--- config.mk ---
export PLATFORM = sky130hd
export DESIGN_NAME = telemetry_frame_builder_crc16
export DESIGN_NICKNAME = d
export VERILOG_FILES = /design/src/hdl/tfb_pkg.sv /design/src/hdl/tfb_cell.sv /design/src/hdl/tfb_chain.sv /design/src/hdl/tfb_crc.sv /design/src/hdl/tfb_front.sv /design/src/hdl/telemetry_frame_builder_crc16.sv
export SDC_FILE = /design/constraint.sdc
export NUM_CORES = 2
export LEC_CHECK = 0
export BUFFER_PORTS_ARGS = -buffer_cell sky130_fd_sc_hd__buf_2
export CORE_UTILIZATION = 35
export CTS_CLUSTER_DIAMETER = 80
export DETAILED_ROUTE_END_ITERATION = 6
export PLACE_DENSITY_LB_ADDON = 0.25
export SLEW_MARGIN = 20
export SYNTH_ARGS = -nofsm -noshare
export SYNTH_HDL_FRONTEND = slang
export SYNTH_HIERARCHICAL = 1
export SYNTH_SLANG_ARGS = --single-unit
export TNS_END_PERCENT = 30
--- constraint.sdc ---
create_clock -name clk -period 20.6 [get_ports clk]
set_clock_uncertainty 0.1 [all_clocks]
set_input_delay 3.09 -clock clk [delete_from_list [all_inputs] [get_ports clk]]
set_output_delay 3.09 -clock clk [all_outputs]
set_load 0.02 [all_outputs]
--- src/hdl/tfb_pkg.sv ---
// shared constants, types and functions of the telemetry frame builder
package tfb_pkg;

	localparam int FRAME_BYTES = 46;
	localparam int BODY_BYTES  = FRAME_BYTES - 2;
	localparam int BODY_W      = BODY_BYTES * 8;
	localparam int POS_W       = 6;

	localparam logic [7:0]  MAGIC0     = 8'hC5;
	localparam logic [7:0]  MAGIC1     = 8'h5A;
	localparam logic [7:0]  VERSION    = 8'h01;
	localparam logic [15:0] CRC_POLY   = 16'h1021;
	localparam logic [15:0] CRC_INIT   = 16'hFFFF;

	// n / 100 for any 32-bit unsigned n is (n * DIV100_RECIP) >> DIV100_SHIFT
	localparam logic [31:0] DIV100_RECIP = 32'h51EB851F;
	localparam int          DIV100_SHIFT = 37;

	typedef struct packed {
		logic load;
		logic shift;
	} chain_ctl_t;

	function automatic logic [15:0] crc_update(input logic [15:0] crc, input logic [7:0] b);
		logic [15:0] c;
		c = crc ^ {b, 8'h00};
		for (int k = 0; k < 8; k++) begin
			if (c[15]) begin
				c = {c[14:0], 1'b0} ^ CRC_POLY;
			end else begin
				c = {c[14:0], 1'b0};
			end
		end
		return c;
	endfunction

endpackage

--- src/hdl/tfb_cell.sv ---
// one byte cell of the frame chain
module tfb_cell
	import tfb_pkg::*;
(
	input  logic       clk,
	input  chain_ctl_t ctl,
	input  logic [7:0] load_byte,
	input  logic [7:0] next_byte,
	output logic [7:0] cell_byte
);

	logic [7:0] byte_q;

	always_ff @(posedge clk) begin
		if (ctl.load) begin
			byte_q <= load_byte;
		end else if (ctl.shift) begin
			byte_q <= next_byte;
		end
	end

	assign cell_byte = byte_q;

endmodule

--- src/hdl/tfb_chain.sv ---
// row of byte cells holding the frame body, shifting toward the head
module tfb_chain
	import tfb_pkg::*;
(
	input  logic              clk,
	input  chain_ctl_t        ctl,
	input  logic [BODY_W-1:0] body,
	output logic [7:0]        head_byte
);

	logic [7:0] cell_bytes [BODY_BYTES];

	for (genvar i = 0; i < BODY_BYTES; i++) begin : g_cell
		logic [7:0] next_byte;
		if (i == BODY_BYTES - 1) begin : g_tail
			assign next_byte = 8'h00;
		end else begin : g_mid
			assign next_byte = cell_bytes[i + 1];
		end
		tfb_cell u_cell (
			.clk       (clk),
			.ctl       (ctl),
			.load_byte (body[8*i +: 8]),
			.next_byte (next_byte),
			.cell_byte (cell_bytes[i])
		);
	end

	assign head_byte = cell_bytes[0];

endmodule

--- src/hdl/tfb_crc.sv ---
// running crc-16 over the body bytes as they leave the chain head
module tfb_crc
	import tfb_pkg::*;
(
	input  logic        clk,
	input  logic        arst_n,
	input  chain_ctl_t  ctl,
	input  logic [7:0]  data_byte,
	output logic [15:0] crc
);

	logic [15:0] crc_q;

	always_ff @(posedge clk or negedge arst_n) begin
		if (!arst_n) begin
			crc_q <= CRC_INIT;
		end else if (ctl.load) begin
			crc_q <= CRC_INIT;
		end else if (ctl.shift) begin
			crc_q <= crc_update(crc_q, data_byte);
		end
	end

	assign crc = crc_q;

endmodule

--- src/hdl/tfb_front.sv ---
// two-stage record pipeline: capture, altitude scaling to decimeters, body assembly
module tfb_front
	import tfb_pkg::*;
(
	input  logic                clk,
	input  logic                arst_n,
	input  logic                record_valid,
	output logic                record_stall,
	input  logic [1:0]          valid_flags,
	input  logic [31:0]         frame_sequence,
	input  logic [63:0]         timestamp_ms,
	input  logic [47:0]         attitude_packed,
	input  logic [7:0]          fix_type,
	input  logic [7:0]          satellite_count,
	input  logic signed [31:0]  lat_e7,
	input  logic signed [31:0]  lon_e7,
	input  logic signed [31:0]  alt_msl_mm,
	input  logic signed [31:0]  alt_rel_mm,
	input  logic [47:0]         velocity_packed,
	input  logic [15:0]         heading_cdeg,
	output logic                body_valid,
	input  logic                body_take,
	output logic [BODY_W-1:0]   body
);

	// bytes 32..35 carry the two altitudes, filled in after the divide
	localparam int ALT_LO = 32 * 8;
	localparam int ALT_HI = 36 * 8;

	logic              s1_valid_q;
	logic              s2_valid_q;
	logic              s1_adv;
	logic              s2_adv;
	logic              accept;
	logic [BODY_W-1:0] body_s1;
	logic [31:0]       alt_s1;
	logic [31:0]       ralt_s1;
	logic [BODY_W-1:0] body_s2;
	logic [15:0]       alt_q_s2;
	logic [15:0]       ralt_q_s2;
	logic              alt_neg_s2;
	logic              ralt_neg_s2;
	logic [31:0]       alt_mag;
	logic [31:0]       ralt_mag;
	logic [63:0]       alt_prod;
	logic [63:0]       ralt_prod;
	logic [15:0]       alt_dm;
	logic [15:0]       ralt_dm;

	assign s2_adv       = !s2_valid_q || body_take;
	assign s1_adv       = !s1_valid_q || s2_adv;
	assign accept       = record_valid && s1_adv;
	assign record_stall = !s1_adv;
	assign body_valid   = s2_valid_q;

	always_ff @(posedge clk or negedge arst_n) begin
		if (!arst_n) begin
			s1_valid_q <= 1'b0;
			s2_valid_q <= 1'b0;
		end else begin
			if (s1_adv) begin
				s1_valid_q <= record_valid;
			end
			if (s2_adv) begin
				s2_valid_q <= s1_valid_q;
			end
		end
	end

	always_ff @(posedge clk) begin
		if (accept) begin
			body_s1 <= {heading_cdeg, velocity_packed, 32'h0000_0000,
				unsigned'(lon_e7), unsigned'(lat_e7),
				satellite_count, fix_type, attitude_packed, timestamp_ms,
				frame_sequence, 6'b000000, valid_flags, VERSION, MAGIC1, MAGIC0};
			alt_s1  <= unsigned'(alt_msl_mm);
			ralt_s1 <= unsigned'(alt_rel_mm);
		end
	end

	// magnitude times reciprocal, truncation toward zero then sign restored
	assign alt_mag   = alt_s1[31] ? (~alt_s1 + 32'd1) : alt_s1;
	assign ralt_mag  = ralt_s1[31] ? (~ralt_s1 + 32'd1) : ralt_s1;
	assign alt_prod  = alt_mag * DIV100_RECIP;
	assign ralt_prod = ralt_mag * DIV100_RECIP;

	always_ff @(posedge clk) begin
		if (s2_adv && s1_valid_q) begin
			body_s2     <= body_s1;
			alt_q_s2    <= alt_prod[DIV100_SHIFT +: 16];
			ralt_q_s2   <= ralt_prod[DIV100_SHIFT +: 16];
			alt_neg_s2  <= alt_s1[31];
			ralt_neg_s2 <= ralt_s1[31];
		end
	end

	assign alt_dm  = alt_neg_s2 ? (~alt_q_s2 + 16'd1) : alt_q_s2;
	assign ralt_dm = ralt_neg_s2 ? (~ralt_q_s2 + 16'd1) : ralt_q_s2;
	assign body    = {body_s2[BODY_W-1:ALT_HI], ralt_dm, alt_dm, body_s2[ALT_LO-1:0]};

endmodule

--- src/hdl/telemetry_frame_builder_crc16.sv ---
// telemetry frame builder: record in, 46-byte little-endian frame with crc-16 out
// a record passes the front stages, then loads the chain, which raises byte_valid
// output: one byte per cycle while byte_stall is low, from the 44-cell
// byte chain draining at its head followed by the two crc bytes
// a record waits in the two front stages while a frame drains
// reset clears the stage valids, frame position, busy flag and crc; cells are not reset
module telemetry_frame_builder_crc16
	import tfb_pkg::*;
(
	input  logic               clk,
	input  logic               arst_n,
	input  logic               record_valid,
	output logic               record_stall,
	input  logic [1:0]         valid_flags,
	input  logic [31:0]        frame_sequence,
	input  logic [63:0]        timestamp_ms,
	input  logic [47:0]        attitude_packed,
	input  logic [7:0]         fix_type,
	input  logic [7:0]         satellite_count,
	input  logic signed [31:0] lat_e7,
	input  logic signed [31:0] lon_e7,
	input  logic signed [31:0] alt_msl_mm,
	input  logic signed [31:0] alt_rel_mm,
	input  logic [47:0]        velocity_packed,
	input  logic [15:0]        heading_cdeg,
	output logic               byte_valid,
	input  logic               byte_stall,
	output logic [7:0]         frame_byte,
	output logic               last_byte
);

	localparam logic [POS_W-1:0] BODY_END = POS_W'(BODY_BYTES);
	localparam logic [POS_W-1:0] LAST_POS = POS_W'(FRAME_BYTES - 1);

	logic              body_valid;
	logic [BODY_W-1:0] body;
	logic              busy_q;
	logic [POS_W-1:0]  pos_q;
	logic              out_take;
	logic              at_last;
	logic              in_body;
	chain_ctl_t        ctl;
	logic [7:0]        head_byte;
	logic [15:0]       crc;

	tfb_front u_front (
		.clk             (clk),
		.arst_n          (arst_n),
		.record_valid    (record_valid),
		.record_stall    (record_stall),
		.valid_flags     (valid_flags),
		.frame_sequence  (frame_sequence),
		.timestamp_ms    (timestamp_ms),
		.attitude_packed (attitude_packed),
		.fix_type        (fix_type),
		.satellite_count (satellite_count),
		.lat_e7          (lat_e7),
		.lon_e7          (lon_e7),
		.alt_msl_mm      (alt_msl_mm),
		.alt_rel_mm      (alt_rel_mm),
		.velocity_packed (velocity_packed),
		.heading_cdeg    (heading_cdeg),
		.body_valid      (body_valid),
		.body_take       (ctl.load),
		.body            (body)
	);

	assign out_take  = busy_q && !byte_stall;
	assign at_last   = pos_q == LAST_POS;
	assign in_body   = pos_q < BODY_END;
	// next frame loads in the same cycle the last byte of this one is taken
	assign ctl.load  = body_valid && (!busy_q || (out_take && at_last));
	assign ctl.shift = out_take && in_body;

	always_ff @(posedge clk or negedge arst_n) begin
		if (!arst_n) begin
			busy_q <= 1'b0;
			pos_q  <= '0;
		end else if (ctl.load) begin
			busy_q <= 1'b1;
			pos_q  <= '0;
		end else if (out_take) begin
			if (at_last) begin
				busy_q <= 1'b0;
				pos_q  <= '0;
			end else begin
				pos_q <= pos_q + POS_W'(1);
			end
		end
	end

	tfb_chain u_chain (
		.clk       (clk),
		.ctl       (ctl),
		.body      (body),
		.head_byte (head_byte)
	);

	tfb_crc u_crc (
		.clk       (clk),
		.arst_n    (arst_n),
		.ctl       (ctl),
		.data_byte (head_byte),
		.crc       (crc)
	);

	assign byte_valid = busy_q;
	assign last_byte  = at_last;
	assign frame_byte = in_body ? head_byte : (at_last ? crc[15:8] : crc[7:0]);

endmodule

After elaboration in Yosys (flattened, before gate mapping)
Cells that the tools add are included.

word-level totals
  input bits = 358
  output and inout port bits = 11
  bits in registers = 1055

cells by class
  multiplexer cells = 121
  add/subtract/negate cells = 5
  magnitude comparators = 1
  reductions and logical operators = 18
  equality and inequality tests = 1
  multiply operators = 2
  bitwise gates (word level) = 13

operators by type and width
  operator                                                               count
  8-bit two-way mux                                                      86
  16-bit two-way mux                                                     18
  32-bit by 31-bit multiplier with 53-bit output, second input constant  2
  13-bit two-way mux                                                     8
  32-bit by 1-bit adder with 32-bit output, second input constant        2
  32-bit two-way mux                                                     2
  32-bit NOT                                                             2
  16-bit by 1-bit adder with 16-bit output, second input constant        2
  16-bit NOT                                                             2
  3-bit NOT                                                              8
  6-bit two-way mux                                                      3
  16-bit bitwise XOR                                                     1
  6-bit by 1-bit adder with 6-bit output, second input constant          1
  6-bit == test, second input constant                                   1
  1-bit logical AND                                                      6
  6-bit less-than comparator, second input constant                      1
  2-bit nonzero test                                                     3
  1-bit logical NOT                                                      5
  1-bit logical OR                                                       3
  1-bit two-way mux                                                      3
  2-bit two-way mux                                                      1
  2-bit AND reduction                                                    1

Logic depth before layout (Yosys ltp)
  depth after elaboration = 34
  depth in mapped cells = 34
  depth with buffers taken out = 33

By module
Netlist, hierarchy kept.

by module, submodules not included
  module                         area an instance (sq um)  cells each  instances  seq. area each (sq um)
  tfb_front                      52861.9                   4134        1          20409.6
  tfb_cell                       377.9                     18          44         240.2
  tfb_crc                        1038.5                    80          1          420.4
  telemetry_frame_builder_crc16  715.7                     87          1          175.2
  tfb_chain                      3.8                       1           1          0.0

Least setup slack after synthesis
No wires, ideal clock.

  path type = in2reg
  from = input port byte_stall
  to = register u_front.alt_s1[0], enable pin
  arrival = 16.689 ns
  path slack = 3.048 ns
  path buffers = 0
  library setup time = 0.763 ns
  data required time = 19.737 ns
  cell stages on the path = 4
  cells stage by stage = or3_1 -> a21boi_0 -> nand3b_1 -> and2_1

RTL lines
  item                  line                                 RTL
  start, declared       telemetry_frame_builder_crc16.sv:27  input logic byte_stall,
  end signal, assigned  tfb_front.sv:76                      alt_s1 <= unsigned'(alt_msl_mm);
  end, declared         tfb_front.sv:36                      logic [31:0] alt_s1;

Worst setup path after layout
  from = register u_front.ralt_s1[0]
  to = register u_front.ralt_q_s2[13], data pin

between the ends
  word-level cells in the longest chain between the ends = 4

RTL lines
  item                                              line             RTL
  start, declared                                   tfb_front.sv:37  logic [31:0] ralt_s1;
  start signal, assigned                            tfb_front.sv:77  ralt_s1 <= unsigned'(alt_rel_mm);
  32-bit NOT                                        tfb_front.sv:83  assign ralt_mag = ralt_s1[31] ? (~ralt_s1 + 32'd1) : ralt_s1;
  32-bit by 1-bit adder with 32-bit output          tfb_front.sv:83
  32-bit two-way mux *                              tfb_front.sv:83
  32-bit by 31-bit multiplier with 53-bit output *  tfb_front.sv:85  assign ralt_prod = ralt_mag * DIV100_RECIP;
  net u_front.ralt_prod[50]                         tfb_front.sv:46  logic [63:0] ralt_prod;
  end signal, assigned                              tfb_front.sv:91  ralt_q_s2 <= ralt_prod[DIV100_SHIFT +: 16];
  end, declared                                     tfb_front.sv:40  logic [15:0] ralt_q_s2;

The timed path passes the listed nets; every way through them passes the cells marked *.
A chain may end at the register's enable or synchronous reset.

==> results.md <==
- Status: finished, final reports clean
- Critical Path Start: u_front/ralt_s1[0]
- Seq/Total Area, Yosys: 44.32%
- Crit Path Category: reg -> reg
- Clock-pin slew on the worst setup and hold paths: 0.06 ns
- Multi-input logic area: 0.03417 mm²
- Arr. time, crit path: 11.40 ns
- Syn-to-layout area delta: 12.63%
- Drt first pass iters: 5
- Synth Warn #: 6
- Height of the die: 453.2 µm
- Max-cap violations: 0
- Register-to-Register Path Depth: 28
- Syn avg cell area: 13.99 µm²
- CP max-delay cell: xor2_1
- Reg2reg setup slack: 9.55 ns
- Final max-slew violation count: 0
- # Post-CTS Setup Buffers: 0
- Post-route DRC: 0
- Fin. Hold Viols: 0
- Number of global-route vias before repair: 41.57k
- # hold bufs at CTS: 0
- DR WL/cell: 21.01 µm
- Reg-to-reg critical path startpoint: u_front/ralt_s1[0]
- Die area: 0.2054 mm²
- Starting DRT DRC Count: 2632
- Largest cells by area after synthesis: edfxtp_1 43%, fa_1 20%, ha_1 11%, mux2_4 7.4%, inv_1 6.7%
- Clock Root Buffer: clkbuf_16
- Most used cell, CP: fa_1
- Port Buffers: 368
- Initial antenna violation count: 32
- Row Count: 165
- Post-synth top area share: 43.41%
- Detailed-route wire length: 175700 µm
- Setup TNS: 0 ns
- R2r endpoint: u_front/ralt_q_s2[13]
- CTS tree: built
- Global-route wire length before repair: 260200 µm
- Fmax: 90.52 MHz
- Final min period: 11.05 ns
- CTS Buf Count: 116
- Reg area: 0.03158 mm²
- Filler cells: 19.06k
- Most used DFF post-synth: edfxtp_1
- Die Wd: 453.2 µm
- Share of cells above drive strength 1: 17.79%
- Remaining global-route overflow: 0
- Crit-path max cell delay: 0.79 ns
- Final nets: 7294
- FF+latch count, synth: 1055
- Leading area contributor after synthesis: edfxtp_1
- Crit share post-route: 53.63%
- Detailed-route via count: 38.25k
- Avg Vias per Cell: 4.574
- Detailed placer's ending HPWL: 142500 µm
- Slew HR: 17.57%
- Clock Latency Late Sink: 0.75 ns
- Worst-path fanout max: 12
- Post-CTS Resized: 0
- Total track usage: 17.15%
- Gpl congestion: 0.9496
- Core box area: 0.2021 mm²
- Fin util: 39.70%
- Synth unique cells: 75
- Cell Area, Synth: 0.07125 mm²
- CTS Sinks: 1055
- # setup viols final: 0
- Antenna Nets Post-Route: 0
- Cells after Synth: 5094
- Largest net degree at the start of global routing: 139
- Hold path startpoint: u_front/body_s1[111]
- WHS Path Cells: 0
- Crit path launch type: flip-flop
- Async set-or-reset flop fraction in the synthesized netlist: 2.370%
- RSZ-0062 raised after global routing: false
- Starting Density: 35.25%
- Worst Setup End Kind: flip-flop
- H-tree depth: 3
- Clock tree buffer depth: 3
- Least-Margin Pin Slew: 1.236 ns
- Hold WC Path Type: reg -> reg
- Required time worst endpoint: 20.95 ns
- Hold WS: 0.2698 ns
- Hold EP: u_front/body_s2[111]
- EDFF count, synth: 1030
- I/O pin cnt: 369
metal layers:
layer	wire (µm)	share of wire (%)	up-vias	global-route usage [%]
li1	-	-	17730	-
met1	77070	44	19300	22.69
met2	83130	47	943	28.24
met3	10340	5.9	245	3.395
met4	4927	2.8	32	5.281
met5	193	0.11	-	0
how the worst max path moves through the flow:
stage,end,cells after the start
after floorplan,u_front/alt_s1[0],4
after global placement,u_front/ralt_q_s2[13],28
after detailed placement,u_front/ralt_q_s2[13],28
after CTS,u_front/ralt_q_s2[13],28
after global routing,u_front/ralt_q_s2[9],27
final,u_front/ralt_q_s2[13],28
per-stage QoR:
step,worst slack (ns),cell area (µm²),std cells
global route,9.073,80230,8355
floorplan,3.048,71380,5129
CTS,9.707,80230,8354
finish,9.553,80250,8362
global placement,9.977,76250,8135
detailed placement,9.801,76260,8135
cell families (layout without fill, tap and decap cells):
group,Yosys count,after routing,share of synthesized area [%]
flops,1055,1055,44.32
xor+xnor,232,232,3.091
fa+ha+maj,1355,1355,31.30
other cells,3,46,0.01580
compound gates,346,346,3.173
buf+inv,1383,1936,7.962
mux,352,352,7.418
simple gates,368,368,2.722
synth_stat cells, types with 14 or more instances:
master,instances
edfxtp_1,1030
a211oi_1,14
nor2b_1,17
clkbuf_1,16
nand2b_1,18
or4_1,15
or3_1,15
o31ai_1,23
buf_4,34
o21ai_0,81
or2_1,45
a21o_1,44
xor2_1,68
nor2_1,71
a21oi_1,89
buf_6,47
ha_1,643
inv_1,1280
nand3_1,24
dfstp_2,16
nor3_1,15
or2_2,18
mux2_4,352
xnor2_1,151
fa_1,712
nand2_1,83
layout by cell type (no fill, tap or decap), drive strengths merged, types with 44 or more instances in the layout:
cell type  count
inv         1291
nor2          71
mux2         352
fa           712
a21oi         89
clkinv        47
edfxtp      1030
clkbuf       150
ha           643
xnor2        153
xor2          70
or2           63
o21ai         81
a21o          44
nand2         84
buf          432
sequential cells by signal, summed over array words and instances (netlist names), 6 cells and up:
signal,cells
pos_q,6
u_crc/crc,16
u_front/alt_s1,32
u_front/body_s1,290
u_front/ralt_q_s2,16
u_front/ralt_s1,32
u_chain/g_cell.u_cell/cell_byte,352
u_front/alt_q_s2,16
u_front/body_s2,290
worst max-delay path: cells and delay by family, from the launching register on:
| family | cells | cell delay, ns |
|---|---|---|
| adders and majority gates | 8 | 3.94 |
| AOI/OAI and AO/OA | 8 | 2.67 |
| and+or+nand+nor | 6 | 2.05 |
| xor gates and xnor gates | 2 | 0.93 |
| DFF | 1 | 0.64 |
| buffers and inverters | 4 | 0.41 |
area by class of cell:
| cell class | instances | share of cell area, % |
|---|---|---|
| Multi-Input combinational cell | 2691 | 42.58 |
| Clock buffer | 150 | 3.879 |
| Clock inverter | 69 | 1.067 |
| Tap cell | 2672 | 4.166 |
| Timing Repair Buffer | 432 | 2.925 |
| Antenna cell | 8 | 0.02495 |
| Sequential cell | 1055 | 39.35 |
| Inverter | 1285 | 6.011 |
Power is left out: the tool's default activity adds up to more than one toggle a clock period on the data nets, which glitch-free logic cannot reach.
